<file path="src/design/nsa_pkg.sv">
package nsa_pkg;

  localparam logic signed [63:0] SAT_MAX_S64 = {1'b0, {63{1'b1}}};
  localparam logic signed [63:0] SAT_MIN_S64 = {1'b1, {63{1'b0}}};

  localparam int unsigned CNT_W    = 32;
  localparam int unsigned DIV_BITS = 64;
  localparam int unsigned STEP_W   = $clog2(DIV_BITS);
  localparam int unsigned QDEPTH   = 2;
  localparam int unsigned QPTR_W   = $clog2(QDEPTH);

  localparam logic OP_ADD   = 1'b0;
  localparam logic OP_MERGE = 1'b1;

  typedef struct packed {
    logic               opcode;
    logic signed [63:0] value;
    logic signed [63:0] partner_error;
    logic               last_item;
  } in_item_t;

  typedef struct packed {
    logic signed [63:0] final_sum;
    logic signed [63:0] raw_sum;
    logic signed [63:0] error_out;
    logic signed [63:0] mean;
    logic               overflow_flag;
    logic               underflow_flag;
    logic               domain_flag;
  } out_item_t;

  // Batch totals handed from the accumulator to the mean divider.
  typedef struct packed {
    logic signed [63:0] fin;
    logic signed [63:0] raw;
    logic signed [63:0] err;
    logic [CNT_W-1:0]   count;
    logic               ovf;
    logic               unf;
    logic               dom;
  } snap_t;

  typedef struct packed {
    logic full;
    logic empty;
  } q_status_t;

  typedef struct packed {
    logic signed [63:0] sum;
    logic signed [63:0] wrap;
    logic               ovf;
    logic               unf;
  } sat_res_t;

  function automatic sat_res_t sat_add(input logic signed [63:0] a,
                                       input logic signed [63:0] b);
    sat_res_t res;
    res.wrap = a + b;
    res.ovf  = !a[63] && !b[63] && res.wrap[63];
    res.unf  = a[63] && b[63] && !res.wrap[63];
    if (res.ovf) begin
      res.sum = SAT_MAX_S64;
    end else if (res.unf) begin
      res.sum = SAT_MIN_S64;
    end else begin
      res.sum = res.wrap;
    end
    return res;
  endfunction

endpackage

</file>
<file path="src/design/nsa_front.sv">
module nsa_front import nsa_pkg::*; (
  input  logic             clk_i,
  input  logic             rst_ni,
  input  logic             in_valid_i,
  output logic             in_ready_o,
  input  in_item_t         in_data_i,
  input  logic [CNT_W-1:0] batch_limit_i,
  input  q_status_t        q_status_i,
  output logic             push_o,
  output snap_t            push_data_o
);

  localparam logic [2:0] S_IDLE   = 3'd0;
  localparam logic [2:0] S_ERRSUB = 3'd1;
  localparam logic [2:0] S_ERRADD = 3'd2;
  localparam logic [2:0] S_MERGE  = 3'd3;
  localparam logic [2:0] S_FINAL  = 3'd4;

  logic [2:0]         state_q, state_d;
  logic signed [63:0] rs_q, rs_d;
  logic signed [63:0] err_q, err_d;
  logic [CNT_W-1:0]   cnt_q, cnt_d;
  logic               ovf_q, ovf_d;
  logic               unf_q, unf_d;
  logic signed [63:0] wsum_q, wsum_d;
  logic signed [63:0] e_q, e_d;
  logic signed [63:0] pe_q, pe_d;
  logic               merge_q, merge_d;
  logic               last_q, last_d;

  sat_res_t add_v, add_e, add_pe, add_fin;
  logic     accept;

  assign in_ready_o = (state_q == S_IDLE);
  assign accept     = in_valid_i && in_ready_o;

  always_comb begin
    add_v   = sat_add(rs_q, in_data_i.value);
    add_e   = sat_add(err_q, e_q);
    add_pe  = sat_add(err_q, pe_q);
    add_fin = sat_add(rs_q, err_q);
  end

  always_comb begin
    push_data_o.fin   = add_fin.sum;
    push_data_o.raw   = rs_q;
    push_data_o.err   = err_q;
    push_data_o.count = cnt_q;
    push_data_o.ovf   = ovf_q | add_fin.ovf;
    push_data_o.unf   = unf_q | add_fin.unf;
    push_data_o.dom   = cnt_q > batch_limit_i;
  end

  assign push_o = (state_q == S_FINAL) && !q_status_i.full;

  always_comb begin
    state_d = state_q;
    rs_d    = rs_q;
    err_d   = err_q;
    cnt_d   = cnt_q;
    ovf_d   = ovf_q;
    unf_d   = unf_q;
    wsum_d  = wsum_q;
    e_d     = e_q;
    pe_d    = pe_q;
    merge_d = merge_q;
    last_d  = last_q;
    unique case (state_q)
      S_IDLE: begin
        if (accept) begin
          rs_d    = add_v.sum;
          wsum_d  = add_v.wrap;
          // Saturating magnitudes only matter through their overflow side effect:
          // the wrapped error term is the same whichever operand is larger.
          ovf_d   = ovf_q | add_v.ovf | (rs_q == SAT_MIN_S64) |
                    (in_data_i.value == SAT_MIN_S64);
          unf_d   = unf_q | add_v.unf;
          pe_d    = in_data_i.partner_error;
          merge_d = (in_data_i.opcode == OP_MERGE);
          last_d  = in_data_i.last_item;
          if (cnt_q != {CNT_W{1'b1}}) begin
            cnt_d = cnt_q + 1'b1;
          end
          state_d = S_ERRSUB;
        end
      end
      S_ERRSUB: begin
        e_d     = wsum_q - rs_q;
        state_d = S_ERRADD;
      end
      S_ERRADD: begin
        err_d = add_e.sum;
        ovf_d = ovf_q | add_e.ovf;
        unf_d = unf_q | add_e.unf;
        if (merge_q) begin
          state_d = S_MERGE;
        end else if (last_q) begin
          state_d = S_FINAL;
        end else begin
          state_d = S_IDLE;
        end
      end
      S_MERGE: begin
        err_d   = add_pe.sum;
        ovf_d   = ovf_q | add_pe.ovf;
        unf_d   = unf_q | add_pe.unf;
        state_d = last_q ? S_FINAL : S_IDLE;
      end
      S_FINAL: begin
        if (push_o) begin
          rs_d    = '0;
          err_d   = '0;
          cnt_d   = '0;
          ovf_d   = 1'b0;
          unf_d   = 1'b0;
          state_d = S_IDLE;
        end
      end
      default: state_d = S_IDLE;
    endcase
  end

  always_ff @(posedge clk_i or negedge rst_ni) begin
    if (!rst_ni) begin
      state_q <= S_IDLE;
      rs_q    <= '0;
      err_q   <= '0;
      cnt_q   <= '0;
      ovf_q   <= 1'b0;
      unf_q   <= 1'b0;
    end else begin
      state_q <= state_d;
      rs_q    <= rs_d;
      err_q   <= err_d;
      cnt_q   <= cnt_d;
      ovf_q   <= ovf_d;
      unf_q   <= unf_d;
    end
  end

  always_ff @(posedge clk_i) begin
    wsum_q  <= wsum_d;
    e_q     <= e_d;
    pe_q    <= pe_d;
    merge_q <= merge_d;
    last_q  <= last_d;
  end

  a_clear_after_push: assert property (@(posedge clk_i) disable iff (!rst_ni)
    push_o |=> (cnt_q == '0) && (rs_q == '0) && (err_q == '0) && !ovf_q && !unf_q)
    else $error("accumulator state not cleared after batch hand-off");

  a_count_nonzero: assert property (@(posedge clk_i) disable iff (!rst_ni)
    push_o |-> (cnt_q != '0))
    else $error("batch handed off with zero item count");

endmodule

</file>
<file path="src/design/nsa_queue.sv">
module nsa_queue import nsa_pkg::*; (
  input  logic      clk_i,
  input  logic      rst_ni,
  input  logic      push_i,
  input  snap_t     push_data_i,
  input  logic      pop_i,
  output snap_t     pop_data_o,
  output q_status_t status_o
);

  snap_t             mem_q [QDEPTH];
  logic [QPTR_W-1:0] wr_q, rd_q;
  logic [QPTR_W:0]   fill_q;

  assign status_o.full  = (fill_q == (QPTR_W+1)'(QDEPTH));
  assign status_o.empty = (fill_q == '0);
  assign pop_data_o     = mem_q[rd_q];

  always_ff @(posedge clk_i or negedge rst_ni) begin
    if (!rst_ni) begin
      wr_q   <= '0;
      rd_q   <= '0;
      fill_q <= '0;
    end else begin
      if (push_i) begin
        wr_q <= wr_q + 1'b1;
      end
      if (pop_i) begin
        rd_q <= rd_q + 1'b1;
      end
      unique case ({push_i, pop_i})
        2'b10:   fill_q <= fill_q + 1'b1;
        2'b01:   fill_q <= fill_q - 1'b1;
        default: fill_q <= fill_q;
      endcase
    end
  end

  always_ff @(posedge clk_i) begin
    if (push_i) begin
      mem_q[wr_q] <= push_data_i;
    end
  end

  a_no_overrun: assert property (@(posedge clk_i) disable iff (!rst_ni)
    push_i |-> !status_o.full)
    else $error("push into full queue");

  a_no_underrun: assert property (@(posedge clk_i) disable iff (!rst_ni)
    pop_i |-> !status_o.empty)
    else $error("pop from empty queue");

endmodule

</file>
<file path="src/design/nsa_back.sv">
module nsa_back import nsa_pkg::*; (
  input  logic      clk_i,
  input  logic      rst_ni,
  input  q_status_t q_status_i,
  input  snap_t     pop_data_i,
  output logic      pop_o,
  output logic      out_valid_o,
  input  logic      out_ready_i,
  output out_item_t out_data_o
);

  localparam logic [1:0] B_IDLE = 2'd0;
  localparam logic [1:0] B_DIV  = 2'd1;
  localparam logic [1:0] B_DONE = 2'd2;

  logic [1:0]          state_q, state_d;
  snap_t               snap_q;
  logic                neg_q;
  logic [DIV_BITS-1:0] quo_q, quo_d;
  logic [CNT_W-1:0]    rem_q, rem_d;
  logic [STEP_W-1:0]   step_q, step_d;
  logic                out_valid_q;
  out_item_t           out_q;

  logic [CNT_W:0]      rem_sh, rem_diff;
  logic                ge;
  logic                load_out;
  logic [DIV_BITS-1:0] mag;

  assign pop_o       = (state_q == B_IDLE) && !q_status_i.empty;
  assign load_out    = (state_q == B_DONE) && (!out_valid_q || out_ready_i);
  assign out_valid_o = out_valid_q;
  assign out_data_o  = out_q;

  // Divide the magnitude, restore the sign afterwards: truncation toward zero.
  assign mag      = pop_data_i.fin[63] ? (~pop_data_i.fin + 1'b1) : pop_data_i.fin;
  assign rem_sh   = {rem_q, quo_q[DIV_BITS-1]};
  assign ge       = rem_sh >= {1'b0, snap_q.count};
  assign rem_diff = rem_sh - {1'b0, snap_q.count};

  always_comb begin
    state_d = state_q;
    quo_d   = quo_q;
    rem_d   = rem_q;
    step_d  = step_q;
    unique case (state_q)
      B_IDLE: begin
        if (pop_o) begin
          quo_d   = mag;
          rem_d   = '0;
          step_d  = '0;
          state_d = B_DIV;
        end
      end
      B_DIV: begin
        quo_d  = {quo_q[DIV_BITS-2:0], ge};
        rem_d  = ge ? rem_diff[CNT_W-1:0] : rem_sh[CNT_W-1:0];
        step_d = step_q + 1'b1;
        if (step_q == STEP_W'(DIV_BITS - 1)) begin
          state_d = B_DONE;
        end
      end
      B_DONE: begin
        if (load_out) begin
          state_d = B_IDLE;
        end
      end
      default: state_d = B_IDLE;
    endcase
  end

  always_ff @(posedge clk_i or negedge rst_ni) begin
    if (!rst_ni) begin
      state_q     <= B_IDLE;
      out_valid_q <= 1'b0;
    end else begin
      state_q <= state_d;
      if (load_out) begin
        out_valid_q <= 1'b1;
      end else if (out_ready_i) begin
        out_valid_q <= 1'b0;
      end
    end
  end

  always_ff @(posedge clk_i) begin
    quo_q  <= quo_d;
    rem_q  <= rem_d;
    step_q <= step_d;
    if (pop_o) begin
      snap_q <= pop_data_i;
      neg_q  <= pop_data_i.fin[63];
    end
    if (load_out) begin
      out_q.final_sum      <= snap_q.fin;
      out_q.raw_sum        <= snap_q.raw;
      out_q.error_out      <= snap_q.err;
      out_q.mean           <= neg_q ? (~quo_q + 1'b1) : quo_q;
      out_q.overflow_flag  <= snap_q.ovf;
      out_q.underflow_flag <= snap_q.unf;
      out_q.domain_flag    <= snap_q.dom;
    end
  end

  a_pop_starts_div: assert property (@(posedge clk_i) disable iff (!rst_ni)
    pop_o |=> (state_q == B_DIV) && (step_q == '0))
    else $error("divider did not start on pop");

  a_load_only_free: assert property (@(posedge clk_i) disable iff (!rst_ni)
    load_out |-> (!out_valid_q || out_ready_i))
    else $error("output register overwritten while held");

endmodule

</file>
<file path="src/design/neumaier_saturating_accumulator_unit.sv">
// Saturating compensated accumulator with per-batch mean.
//
// Input channel (in_valid_i / in_ready_o / in_data_i): one transaction per
// add or merge item. The front accumulator takes one state for each step of
// its saturating adder chain (sum, error subtract, error add, and for a merge
// item partner error add); a last item then waits in a final state until it
// can hand the batch totals to a two-entry queue.
// Output channel (out_valid_o / out_ready_i / out_data_o): one transaction per
// batch. The back part pops a batch, divides the compensated sum by the item
// count in a restoring divider and loads the output register.
// Neither part takes a new item or batch before it is through with the last.
// The front keeps accumulating the next batch while the back divides; two
// finished batches can wait in the queue.
// Configuration: cfg_we_i writes cfg_data_i into the batch limit register;
// write it only while the block is idle.
// Reset clears the accumulator, the queue, the divider and the output valid;
// the batch limit returns to 65536. A stalled receiver holds the result in
// the output register; once the queue is full, the front stops accepting after its next last item.
module neumaier_saturating_accumulator_unit import nsa_pkg::*; (
  input  logic             clk_i,
  input  logic             rst_ni,
  input  logic             in_valid_i,
  output logic             in_ready_o,
  input  in_item_t         in_data_i,
  output logic             out_valid_o,
  input  logic             out_ready_i,
  output out_item_t        out_data_o,
  input  logic             cfg_we_i,
  input  logic [CNT_W-1:0] cfg_data_i
);

  logic [CNT_W-1:0] batch_limit_q;
  logic             push, pop;
  snap_t            push_data, pop_data;
  q_status_t        q_status;

  // Hold the batch limit; only the domain check reads it.
  always_ff @(posedge clk_i or negedge rst_ni) begin
    if (!rst_ni) begin
      batch_limit_q <= CNT_W'(65536);
    end else if (cfg_we_i) begin
      batch_limit_q <= cfg_data_i;
    end
  end

  nsa_front u_front (
    .clk_i         (clk_i),
    .rst_ni        (rst_ni),
    .in_valid_i    (in_valid_i),
    .in_ready_o    (in_ready_o),
    .in_data_i     (in_data_i),
    .batch_limit_i (batch_limit_q),
    .q_status_i    (q_status),
    .push_o        (push),
    .push_data_o   (push_data)
  );

  nsa_queue u_queue (
    .clk_i       (clk_i),
    .rst_ni      (rst_ni),
    .push_i      (push),
    .push_data_i (push_data),
    .pop_i       (pop),
    .pop_data_o  (pop_data),
    .status_o    (q_status)
  );

  nsa_back u_back (
    .clk_i       (clk_i),
    .rst_ni      (rst_ni),
    .q_status_i  (q_status),
    .pop_data_i  (pop_data),
    .pop_o       (pop),
    .out_valid_o (out_valid_o),
    .out_ready_i (out_ready_i),
    .out_data_o  (out_data_o)
  );

endmodule

</file>
<file path="config.mk">
export PLATFORM = sky130hd
export DESIGN_NAME = neumaier_saturating_accumulator_unit
export DESIGN_NICKNAME = d
export VERILOG_FILES = /design/src/design/nsa_pkg.sv /design/src/design/nsa_front.sv /design/src/design/nsa_queue.sv /design/src/design/nsa_back.sv /design/src/design/neumaier_saturating_accumulator_unit.sv
export SDC_FILE = /design/constraint.sdc
export NUM_CORES = 2
export LEC_CHECK = 0
export BUFFER_PORTS_ARGS = -buffer_cell sky130_fd_sc_hd__buf_4
export CAP_MARGIN = 20
export CORE_MARGIN = 2
export CORE_UTILIZATION = 40
export CTS_BUF_LIST = sky130_fd_sc_hd__clkbuf_16
export DETAILED_ROUTE_END_ITERATION = 6
export GPL_TIMING_DRIVEN = 0
export PLACE_DENSITY = 0.62
export SYNTH_ARGS = -nofsm -noshare
export SYNTH_HDL_FRONTEND = slang
export SYNTH_SLANG_ARGS = --single-unit
</file>
<file path="constraint.sdc">
create_clock -name clk_i -period 17.7 [get_ports clk_i]
set_clock_uncertainty 0.15 [all_clocks]
set_input_delay 1.77 -clock clk_i [delete_from_list [all_inputs] [get_ports clk_i]]
set_output_delay 1.77 -clock clk_i [all_outputs]
set_load 0.05 [all_outputs]
</file>
==> metrics.txt <==
status=complete, no violations; # DRC=0; period utilization=a little over a third; num ports=428; Logic pwr share=between 50% and 60%; final core utilization=approximately 47%; clock-pin slew on the worst setup and hold paths=0.06 ns; TritonCTS clock tree=yes; # placed instances=between 8,000 and 9,000; critical path fanouts, max=10; clock insertion delay at the later pin of the skew report=~0.83 ns; min cycle time layout=around 6.5 ns; Synth top area share=between 50% and 60%; layout cells sized above 1=between 10 and 15%; ANT nets after route=0; clk buf depth=3; Seq pwr share=32.6%; routed len/inst=about 23 um; HP Start=u_back.snap_q[224]$_DFFE_PP_; most numerous cell in the Yosys netlist=edfxtp_1; Mapped Area=0.07345 mm^2; DRT iter0 DRCs=slightly below 4,000; H-tree depth=4; Initial Util=40.21%; Chip Width=~430 um; Startpoint Class=flop; drt first pass iters=6; Placer Congestion=roughly 0.95; CTS Sinks=approximately 1,400; Hold Buf Count CTS=0; PD cells=about 220 mW/mm^2; CP required=18.30 ns; r2r startpoint=u_front.err_q[4]$_DFFE_PN0P_; initial antenna violation count=7; ys flop type=edfxtp_1; Final #Nets=~7,300; # port buffers=426; Syn Area/Cell=approximately 12 um^2; most frequent cells after synthesis=edfxtp_1, a21oi_1, nand2_1; Syn Inst Count=6,110; total die area=0.1871 mm^2; Cell variety after synth=97; Area Growth Syn to Fin=16.21%; peak supply drop=~0.00010 V; setup bufs post-CTS=0; Resize count post-CTS=0; worst path arrival time=7.05 ns; asr flop ratio synth=14.17%; Leakage=between 30 and 40 nW; post-synthesis register bit count=1,440; final cell count without fillers=slightly above 9,000; vias in the first global route=approximately 50,000; setup repair after global routing missed its margin=no; Setup violations, final=0; Post-synth EDFFs=between 1,000 and 1,500; Core Area=0.1827 mm^2; fill cell count=approximately 17,000; final hold viol count=0; Max Slew Vio Count=0; GRT Residual Overflow=0; NetSw=8.119 mW; post-DR vias/cell=about 5.5; row cnt=157; Post-Syn Nets=6,675; die extent in y=~430 um; fmax=between 150 and 200 MHz; clock tree root buffer cell=clkbuf_16; first-pass GRT wire length=between 300 and 400 mm; min-delay worst type=reg2reg; critical path endpoint category=flop; largest net degree at the start of global routing=119; area leader, netlist=edfxtp_1; actual slew at the worst max-slew pin=around 1.2 ns; number of buffers created by CTS=155; Setup CP Type=reg2reg; Clock power frac=between 10% and 20%; normalized max-slew margin=between 20% and 30%; estimated wirelength of the detail-placed design=approximately 170 mm; top cells by area, synth=edfxtp_1, dfrtp_1, ha_1; Ys Warns=0; vias=50,830; Seq/Total Area, Yosys=57.48%; CP Launch Point=u_front.err_q[4]$_DFFE_PN0P_; Total Wirelength=about 210 mm; Internal Power=10.50 mW; Global Route Usage Sum=22.28%; switching part of the total=between 40% and 50%; maxcap violations=0; setup_tns=0 ns
## through the flow
stage	hold slack (ns)	cell area, um^2	setup slack, ns	power [mW]
finish	0.2623	85360	11.25	18.62
global placement	0.2529	79640	-3.225	15.27
global route	0.2622	85360	11.08	19.83
CTS	0.2574	85360	11.28	18.59
floorplan	0.2503	73450	3.412	12.42
detailed placement	0.2545	80350	11.15	15.34
## state kept, by name, summed over array words and instances, names as in the netlist, 2 cells and up
signal / cells
u_queue.mem_q: 454
u_back.out_data_o: 259
u_back.snap_q: 226
u_back.quo_q: 64
u_front.e_q: 64
u_front.err_q: 64
u_front.pe_q: 64
u_front.rs_q: 64
u_front.wsum_q: 64
batch_limit_q: 32
u_back.rem_q: 32
u_front.cnt_q: 32
u_back.step_q: 6
u_front.state_q: 3
u_back.state_q: 2
u_queue.fill_q: 2
## layout by cell type, fill, tap and decap left out, drive strengths merged, types with 54 or more instances in the layout
| cell | Yosys | final |
|---|---|---|
| ha | 392 | 392 |
| clkbuf | 184 | 342 |
| nor2b | 56 | 56 |
| mux2 | 194 | 194 |
| clkinv | 1 | 57 |
| nand4 | 103 | 103 |
| mux2i | 70 | 70 |
| o21ai | 410 | 410 |
| a21oi | 480 | 480 |
| dfrtp | 203 | 203 |
| nor4 | 54 | 54 |
| xnor2 | 314 | 314 |
| buf | 47 | 507 |
| a221o | 65 | 65 |
| nand3 | 92 | 92 |
| nor2 | 361 | 361 |
| edfxtp | 1236 | 1236 |
| xor2 | 162 | 162 |
| nor3 | 81 | 81 |
| inv | 261 | 316 |
| a21o | 237 | 237 |
| nand2 | 421 | 421 |
## critical path, cell delays in order (launching register included)
cell	delay, ns
dfrtp_1	0.52
ha_1	0.43
a2111oi_2	0.40
o21ai_0	0.32
a2111oi_0	0.92
nor3_1	0.28
nor3_2	0.37
o31ai_1	0.27
a21oi_1	0.64
xor2_1	0.22
a21oi_1	0.64
buf_2	0.47
buf_2	0.39
a22oi_1	0.16
a21oi_1	0.19
## power by group through the flow
stage | Combinational, mW | Sequential (mW) | Clock (mW)
global placement | 9.08 | 6.19 | 0
finish | 9.37 | 6.07 | 3.18
CTS | 9.29 | 6.05 | 3.26
global route | 10.3 | 6.12 | 3.38
floorplan | 6.82 | 5.60 | 0
detailed placement | 9.23 | 6.11 | 0
## worst paths after layout
check / cells past startpoint / slack (ns) / endpoint
min reg2reg: 0 / 0.26 / u_back.out_data_o[256]$_DFFE_PP_
max in group asynchronous: 2 / 15.45 / u_front.rs_q[49]$_DFFE_PN0P_
max reg2reg: 14 / 11.25 / u_front.err_q[54]$_DFFE_PN0P_
min in group asynchronous: 1 / 0.83 / batch_limit_q[1]$_DFFE_PN0P_
max: 14 / 11.25 / u_front.err_q[54]$_DFFE_PN0P_
min: 0 / 0.26 / u_back.out_data_o[256]$_DFFE_PP_
## area by class of cell
class / count / area (um^2) / share of cell area [%]
antenna: 2 / 5.005 / 0.005863
buffer: 231 / 939.7 / 1.101
clock buffer: 158 / 3954 / 4.632
clock inverter: 127 / 1059 / 1.240
inverter: 262 / 996.0 / 1.167
multi-input combinational: 4177 / 29340 / 34.37
sequential: 1440 / 42220 / 49.46
tap: 2385 / 2984 / 3.496
timing repair buffer: 460 / 3862 / 4.525
## cell families after synthesis
kind of cell               share of synthesized area, %
and+or+nand+nor                                   9.357
AOI/OAI and AO/OA                                 14.10
DFF                                               57.48
muxes                                             3.933
xor gates and xnor gates                          5.676
buffers and inverters                             2.616
adders and majority gates                         6.841
## routing by layer
metal  global-route usage (%)  up-vias  share of wire [%]
li1                         -    24250                  -
met1                    30.35    24880                 45
met2                    35.77     1388                 46
met3                    2.934      319                4.6
met4                    9.469        2                4.3
met5                        0        -             0.0057
Power figures use the tool's default switching activity.
